[src/rtl/core/btct_pkg.sv]
// ----------------------------------------------------------------------------
// btct_pkg
// Shared constants and types for the bed tilt coordinate transform core.
// ----------------------------------------------------------------------------
package btct_pkg;

   localparam int COORD_BITS_DEF   = 20;
   localparam int NORMAL_FRAC_BITS = 16;
   localparam int NORMAL_W         = 24;
   localparam int PIVOT_W          = 60;
   localparam int UNIT_FRAC        = 28;
   localparam int UNIT_W           = 31;   // Q2.28 plus sign, magnitude <= 2^28 + 1
   localparam int CSR_ADDR_W       = 3;
   localparam int CSR_DATA_W       = 60;

   localparam logic [NORMAL_W-1:0] NORMAL_ONE = NORMAL_W'(1 << NORMAL_FRAC_BITS);

   // register indexes
   localparam logic [CSR_ADDR_W-1:0] REG_TILT_ENABLE  = 3'd0;
   localparam logic [CSR_ADDR_W-1:0] REG_NORMAL_X     = 3'd1;
   localparam logic [CSR_ADDR_W-1:0] REG_NORMAL_Y     = 3'd2;
   localparam logic [CSR_ADDR_W-1:0] REG_NORMAL_Z     = 3'd3;
   localparam logic [CSR_ADDR_W-1:0] REG_PIVOT        = 3'd4;
   localparam logic [CSR_ADDR_W-1:0] REG_VIRT_PIVOT   = 3'd5;

   // vector slots in the coefficient set
   localparam logic [1:0] VEC_N  = 2'd0;
   localparam logic [1:0] VEC_AX = 2'd1;
   localparam logic [1:0] VEC_AY = 2'd2;

   // near-zero normal: squared length k (raw units) counts as zero when
   // k * 1e14 < 2^(2*frac); only k below 4 is ever tested
   localparam bit NZ_1 = (64'd100000000000000 < (64'd1 << (2 * NORMAL_FRAC_BITS)));
   localparam bit NZ_2 = (64'd200000000000000 < (64'd1 << (2 * NORMAL_FRAC_BITS)));
   localparam bit NZ_3 = (64'd300000000000000 < (64'd1 << (2 * NORMAL_FRAC_BITS)));

   typedef struct packed {
      logic                             ready;
      logic                             degen;
      logic [2:0][2:0][UNIT_W-1:0]      coef;   // [vector][component]
   } unit_set_type;

endpackage

[src/rtl/core/btct_unit_gen.sv]
// ----------------------------------------------------------------------------
// btct_unit_gen
// Sequential builder of the unit normal and the two unit axes (Q2.28):
// square-sum, even normalising shift, bit-serial root, restoring divide.
// ----------------------------------------------------------------------------
module btct_unit_gen
   import btct_pkg::*;
(
   input  logic                clock,
   input  logic                reset,
   input  logic                start,
   input  logic [NORMAL_W-1:0] normal_x,
   input  logic [NORMAL_W-1:0] normal_y,
   input  logic [NORMAL_W-1:0] normal_z,
   output unit_set_type        units
);

   typedef enum logic [5:0] {
      ST_SQ   = 6'b000001,
      ST_NORM = 6'b000010,
      ST_ROOT = 6'b000100,
      ST_LOAD = 6'b001000,
      ST_DIV  = 6'b010000,
      ST_DONE = 6'b100000
   } gen_state_type;

   gen_state_type               state_ff, state_in;
   logic [1:0]                  vsel_ff, vsel_in;
   logic [1:0]                  comp_ff, comp_in;
   logic [4:0]                  cnt_ff, cnt_in;
   logic [4:0]                  shift_ff, shift_in;
   logic [63:0]                 sum_ff, sum_in;
   logic [63:0]                 rad_ff, rad_in;
   logic [63:0]                 res_ff, res_in;
   logic [63:0]                 rem_ff, rem_in;
   logic [29:0]                 quo_ff, quo_in;
   logic                        nzero_ff, nzero_in;
   logic                        degen_ff, degen_in;
   logic [2:0][2:0][UNIT_W-1:0] coef_ff, coef_in;

   logic signed [NORMAL_W:0] ne [3];
   logic signed [NORMAL_W:0] cval;
   logic [NORMAL_W-1:0]      mag;
   logic                     neg;
   logic [47:0]              sq;
   logic [63:0]              sum_sq;
   logic                     near;
   logic [63:0]              bitv, trial_root, trial_div;
   logic [29:0]              quo_next;
   logic                     flip;

   // effective normal: near-zero replaced, flipped to point up
   assign flip = normal_z[NORMAL_W-1];

   always_comb begin
      ne[0] = (NORMAL_W+1)'($signed(normal_x));
      ne[1] = (NORMAL_W+1)'($signed(normal_y));
      ne[2] = (NORMAL_W+1)'($signed(normal_z));
      if (flip) begin
         ne[0] = -ne[0];
         ne[1] = -ne[1];
         ne[2] = -ne[2];
      end
      if (nzero_ff) begin
         ne[0] = '0;
         ne[1] = '0;
         ne[2] = (NORMAL_W+1)'(1);
      end
   end

   // component of the current vector
   always_comb begin
      cval = '0;
      case (vsel_ff)
         VEC_N: begin
            case (comp_ff)
               2'd0:    cval = ne[0];
               2'd1:    cval = ne[1];
               2'd2:    cval = ne[2];
               default: cval = '0;
            endcase
         end
         VEC_AX: begin
            case (comp_ff)
               2'd0:    cval = ne[2];
               2'd2:    cval = -ne[0];
               default: cval = '0;
            endcase
         end
         VEC_AY: begin
            case (comp_ff)
               2'd1:    cval = ne[2];
               2'd2:    cval = -ne[1];
               default: cval = '0;
            endcase
         end
         default: cval = '0;
      endcase
   end

   assign neg    = cval[NORMAL_W];
   assign mag    = neg ? NORMAL_W'(-cval) : NORMAL_W'(cval);
   assign sq     = mag * mag;
   assign sum_sq = sum_ff + 64'(sq);
   assign near   = (sum_sq == 64'd0) || ((sum_sq == 64'd1) && NZ_1)
                || ((sum_sq == 64'd2) && NZ_2) || ((sum_sq == 64'd3) && NZ_3);

   assign bitv       = 64'd1 << {cnt_ff, 1'b0};
   assign trial_root = res_ff + bitv;
   assign trial_div  = res_ff << cnt_ff;
   assign quo_next   = (rem_ff >= trial_div) ? (quo_ff | (30'd1 << cnt_ff)) : quo_ff;

   always_comb begin
      logic             next_vec;
      logic [UNIT_W-1:0] q;
      next_vec = 1'b0;
      q        = UNIT_W'(quo_next);
      state_in = state_ff;
      vsel_in  = vsel_ff;
      comp_in  = comp_ff;
      cnt_in   = cnt_ff;
      shift_in = shift_ff;
      sum_in   = sum_ff;
      rad_in   = rad_ff;
      res_in   = res_ff;
      rem_in   = rem_ff;
      quo_in   = quo_ff;
      nzero_in = nzero_ff;
      degen_in = degen_ff;
      coef_in  = coef_ff;

      unique case (state_ff)
         ST_SQ: begin
            sum_in = sum_sq;
            if (comp_ff == 2'd2) begin
               comp_in  = '0;
               shift_in = '0;
               if ((vsel_ff == VEC_N) && near) begin
                  nzero_in = 1'b1;
                  sum_in   = 64'd1;
                  state_in = ST_NORM;
               end else if (sum_sq == 64'd0) begin
                  coef_in[vsel_ff] = '0;
                  degen_in         = 1'b1;
                  next_vec         = 1'b1;
               end else begin
                  state_in = ST_NORM;
               end
            end else begin
               comp_in = comp_ff + 2'd1;
            end
         end
         ST_NORM: begin
            if (sum_ff[63:60] == 4'd0) begin
               sum_in   = sum_ff << 2;
               shift_in = shift_ff + 5'd1;
            end else begin
               rad_in   = sum_ff;
               res_in   = '0;
               cnt_in   = 5'd30;
               state_in = ST_ROOT;
            end
         end
         ST_ROOT: begin
            if (rad_ff >= trial_root) begin
               rad_in = rad_ff - trial_root;
               res_in = (res_ff >> 1) + bitv;
            end else begin
               res_in = res_ff >> 1;
            end
            if (cnt_ff == 5'd0) begin
               comp_in  = '0;
               state_in = ST_LOAD;
            end else begin
               cnt_in = cnt_ff - 5'd1;
            end
         end
         ST_LOAD: begin
            rem_in   = (64'(mag) << (6'(shift_ff) + 6'(UNIT_FRAC))) + (res_ff >> 1);
            quo_in   = '0;
            cnt_in   = 5'd29;
            state_in = ST_DIV;
         end
         ST_DIV: begin
            if (rem_ff >= trial_div) begin
               rem_in = rem_ff - trial_div;
            end
            quo_in = quo_next;
            if (cnt_ff == 5'd0) begin
               coef_in[vsel_ff][comp_ff] = neg ? -q : q;
               if (comp_ff == 2'd2) begin
                  next_vec = 1'b1;
               end else begin
                  comp_in  = comp_ff + 2'd1;
                  state_in = ST_LOAD;
               end
            end else begin
               cnt_in = cnt_ff - 5'd1;
            end
         end
         ST_DONE: begin
         end
         default: state_in = ST_SQ;
      endcase

      if (next_vec) begin
         if (vsel_ff == VEC_AY) begin
            state_in = ST_DONE;
         end else begin
            vsel_in  = vsel_ff + 2'd1;
            comp_in  = '0;
            sum_in   = '0;
            state_in = ST_SQ;
         end
      end

      if (start) begin
         state_in = ST_SQ;
         vsel_in  = VEC_N;
         comp_in  = '0;
         sum_in   = '0;
         nzero_in = 1'b0;
         degen_in = 1'b0;
      end
   end

   always_ff @(posedge clock) begin
      if (reset) begin
         state_ff <= ST_SQ;
         vsel_ff  <= VEC_N;
         comp_ff  <= '0;
         cnt_ff   <= '0;
         shift_ff <= '0;
         sum_ff   <= '0;
         nzero_ff <= 1'b0;
         degen_ff <= 1'b0;
      end else begin
         state_ff <= state_in;
         vsel_ff  <= vsel_in;
         comp_ff  <= comp_in;
         cnt_ff   <= cnt_in;
         shift_ff <= shift_in;
         sum_ff   <= sum_in;
         nzero_ff <= nzero_in;
         degen_ff <= degen_in;
      end
   end

   always_ff @(posedge clock) begin
      rad_ff  <= rad_in;
      res_ff  <= res_in;
      rem_ff  <= rem_in;
      quo_ff  <= quo_in;
      coef_ff <= coef_in;
   end

   assign units.ready = (state_ff == ST_DONE);
   assign units.degen = degen_ff;
   assign units.coef  = coef_ff;

endmodule

[config.mk]
export PLATFORM = sky130hd
export DESIGN_NAME = btct_unit_gen
export DESIGN_NICKNAME = d
export VERILOG_FILES = /design/src/rtl/core/btct_pkg.sv /design/src/rtl/core/btct_unit_gen.sv
export SDC_FILE = /design/constraint.sdc
export NUM_CORES = 2
export LEC_CHECK = 0
export BUFFER_PORTS_ARGS = -buffer_cell sky130_fd_sc_hd__buf_2
export CORE_MARGIN = 10
export CORE_UTILIZATION = 31
export DETAILED_ROUTE_END_ITERATION = 16
export GPL_TIMING_DRIVEN = 1
export PLACE_DENSITY_LB_ADDON = 0.15
export SLEW_MARGIN = 20
export SYNTH_ARGS = -nofsm -noshare
export SYNTH_HDL_FRONTEND = slang
export SYNTH_SLANG_ARGS = --single-unit
export TNS_END_PERCENT = 5
[constraint.sdc]
create_clock -name clock -period 23.4 [get_ports clock]
set_input_delay 3.51 -clock clock [delete_from_list [all_inputs] [get_ports clock]]
set_output_delay 3.51 -clock clock [all_outputs]
set_load 0.005 [all_outputs]
==> metrics.csv <==
metric,value,unit
GR Overflow Total,0,
Vias,60400,
worst hold start,degen_ff,
hold path endpoint,degen_ff,
hold crit path type,register to register,
first-pass GRT wire length,398000,um
Via density,5.57,
Post-synth EDFFs,501,
setup skew after layout,63.4,ps
vias in the first global route,59900,
CP Launch Type,input pin,
"Primary FF master, synth",edfxtp_1,
Routed Antenna Nets,0,
Post-CTS Hold Fix Bufs,0,
largest net degree at the start of global routing,185,
drt pass-1 iters,5,
top post-synthesis cells by count,"nand2_1 (887), nor2_1 (736), inv_1 (700), edfxtp_1 (501), o21ai_0 (481)",
# IOs,356,
Syn Std Cell Area,0.0680,mm2
Max stage delay on crit path,1080,ps
status,completed,
share of layout cells above drive strength 1,0.106,
GRT Total Usage,0.217,
Worst EP arrival,20600,ps
Fin. Hold Viols,0,
Remaining DRCs,0,
Synth Register Bits,587,
Synth top area share,0.221,
crit path max fanout,65,
Max Cap Viol,0,
most numerous cell in the Yosys netlist,nand2_1,
Cell variety after synth,117,
YS warnings,0,
Reg2Reg Setup Slack,5680,ps
Synth area leader,edfxtp_1,
RR Startpoint,nzero_ff,
Reg2Reg Depth,41,
Initial Util,0.313,
1st-iter DRT viols,5183,
Detailed Route WL,269000,um
unrepaired setup endpoints after global routing,false,
Post-CTS Setup Bufs,0,
Worst Setup End Kind,register,
TritonCTS Sinks,587,
IO Port Bufs,355,
routed len/inst,24.8,um
fin crit share,0.868,
origin of the worst setup path,normal_z[23],
ys async rst share,0,
Achievable Freq,49.2,MHz
HPWL after detailed placement,211000,um
clk root buf,clkbuf_16,
critical path's slowest cell,nor4_1,
fin. max-slew vios,0,
initial antenna violation count,4,
row cnt,171,
area grow syn2layout,11.1,%
overall die width,488,um
Slew Limit Headroom,0.130,
Bufs on Longest Clock Path,3,
critical path class,input pin to register,
Resized Gates After CTS,0,
fin crit period,20310,ps
top post-synthesis cells by area,"edfxtp_1 (22%), fa_1 (14%), ha_1 (8.4%)",
Die ar.,0.239,mm2
RR Endpoint,units[199],
"Setup violations, final",0,
Final nets,8934,
Crit path required time,23690,ps
WHS Path Cells,2,
CTS tree,done,
worst skew pair latency,710,ps
"Top cell by count, worst path",fa_1,
Synth Area per Inst,8.74,um2
TritonCTS Buffers,75,
H-tree Lvls,3,
core region area,0.218,mm2
"Seq/Total Area, Yosys",0.247,
clock slew seen by the registers of the worst setup and hold paths,60,ps
Syn Inst Count,7785,
Worst-Margin Slew,1300,ps
die height,488,um
Final GP Congestion,0.943,
setup tns final,0,ps
## worst max path at each step
stage | to | slack, ps | depth (start not counted)
3_3_place_gp | units[60] | 2700 | 46
5_1_grt | units[192] | 2430 | 42
2_1_floorplan | units[0] | 6120 | 50
4_1_cts | units[8] | 3080 | 43
3_5_place_dp | units[21] | 2360 | 43
6_report | units[199] | 3090 | 42
## final cells by class
class,count,area [um2]
fill,22700,142000
multi-input combinational,6071,47300
clock inverter,38,404
antenna,6,15.0
inverter,712,2670
sequential,587,16800
clock buffer,97,2030
timing repair buffer,479,2830
tap,2854,3570
## state kept, by name, indices dropped and copies added, names as in the netlist
register	flops
shift_ff	5
state_ff	6
rem_ff	64
degen_ff	1
quo_ff	30
vsel_ff	2
units	279
res_ff	64
comp_ff	2
nzero_ff	1
cnt_ff	5
rad_ff	64
sum_ff	64
## cell families after synthesis
logic type | synth area share
AND/OR/NAND/NOR | 0.165
buffers and inverters | 0.0635
flip-flops | 0.247
other | 0.000110
adder cells (fa/ha/maj) | 0.224
XOR/XNOR | 0.0605
multiplexers | 0.0410
AO/OA/AOI/OAI | 0.200
## per-layer routing
layer  part of all wire  track usage  vias up
met4              0.036       0.0677        2
met5           0.000048            0        -
met2               0.46        0.353     1894
met3              0.054       0.0258      318
met1               0.45        0.300    30300
li1                   -            -    27900
## stage by stage
stage                     utilization  setup WS (ps)  instance area, um2  hold WS [ps]  cells
final                           0.347           3090               75600           449  10800
after global placement          0.335           2700               72900           439  10700
after CTS                       0.347           3080               75400           454  10800
after detailed placement        0.335           2360               73000           447  10700
after global routing            0.347           2430               75600           502  10800
after floorplan                     -           6120               68000           426   7788
## worst max-delay path, delay by kind of cell
kind / cells / cell delay [ps]
AO/OA/AOI/OAI: 8 / 3010
XOR/XNOR: 2 / 400
adder cells (fa/ha/maj): 8 / 3850
buffers and inverters: 8 / 2650
multiplexers: 1 / 540
AND/OR/NAND/NOR: 15 / 6540
## cell usage in the layout (no fill, tap or decap), types with 35 or more instances in the layout
cell,n
a211oi_1,89
a21o_1,203
a21oi_1,429
a22o_1,162
a22oi_1,51
a31oi_1,131
and2_1,49
and3_1,70
buf_2,355
buf_4,117
clkbuf_16,77
dfxtp_1,80
edfxtp_1,501
fa_1,476
ha_1,456
inv_1,700
mux2_2,35
mux2i_1,99
mux4_2,62
nand2_1,885
nand2b_1,66
nand3_1,124
nand4_1,62
nor2_1,726
nor2b_1,80
nor3_1,104
o21a_1,40
o21ai_0,480
o21bai_1,59
o31ai_1,37
or3_1,42
xnor2_1,222
xor2_1,233
Power is not shown: default switching activity piles up to over one toggle a cycle in this logic, so the estimate is an artifact.
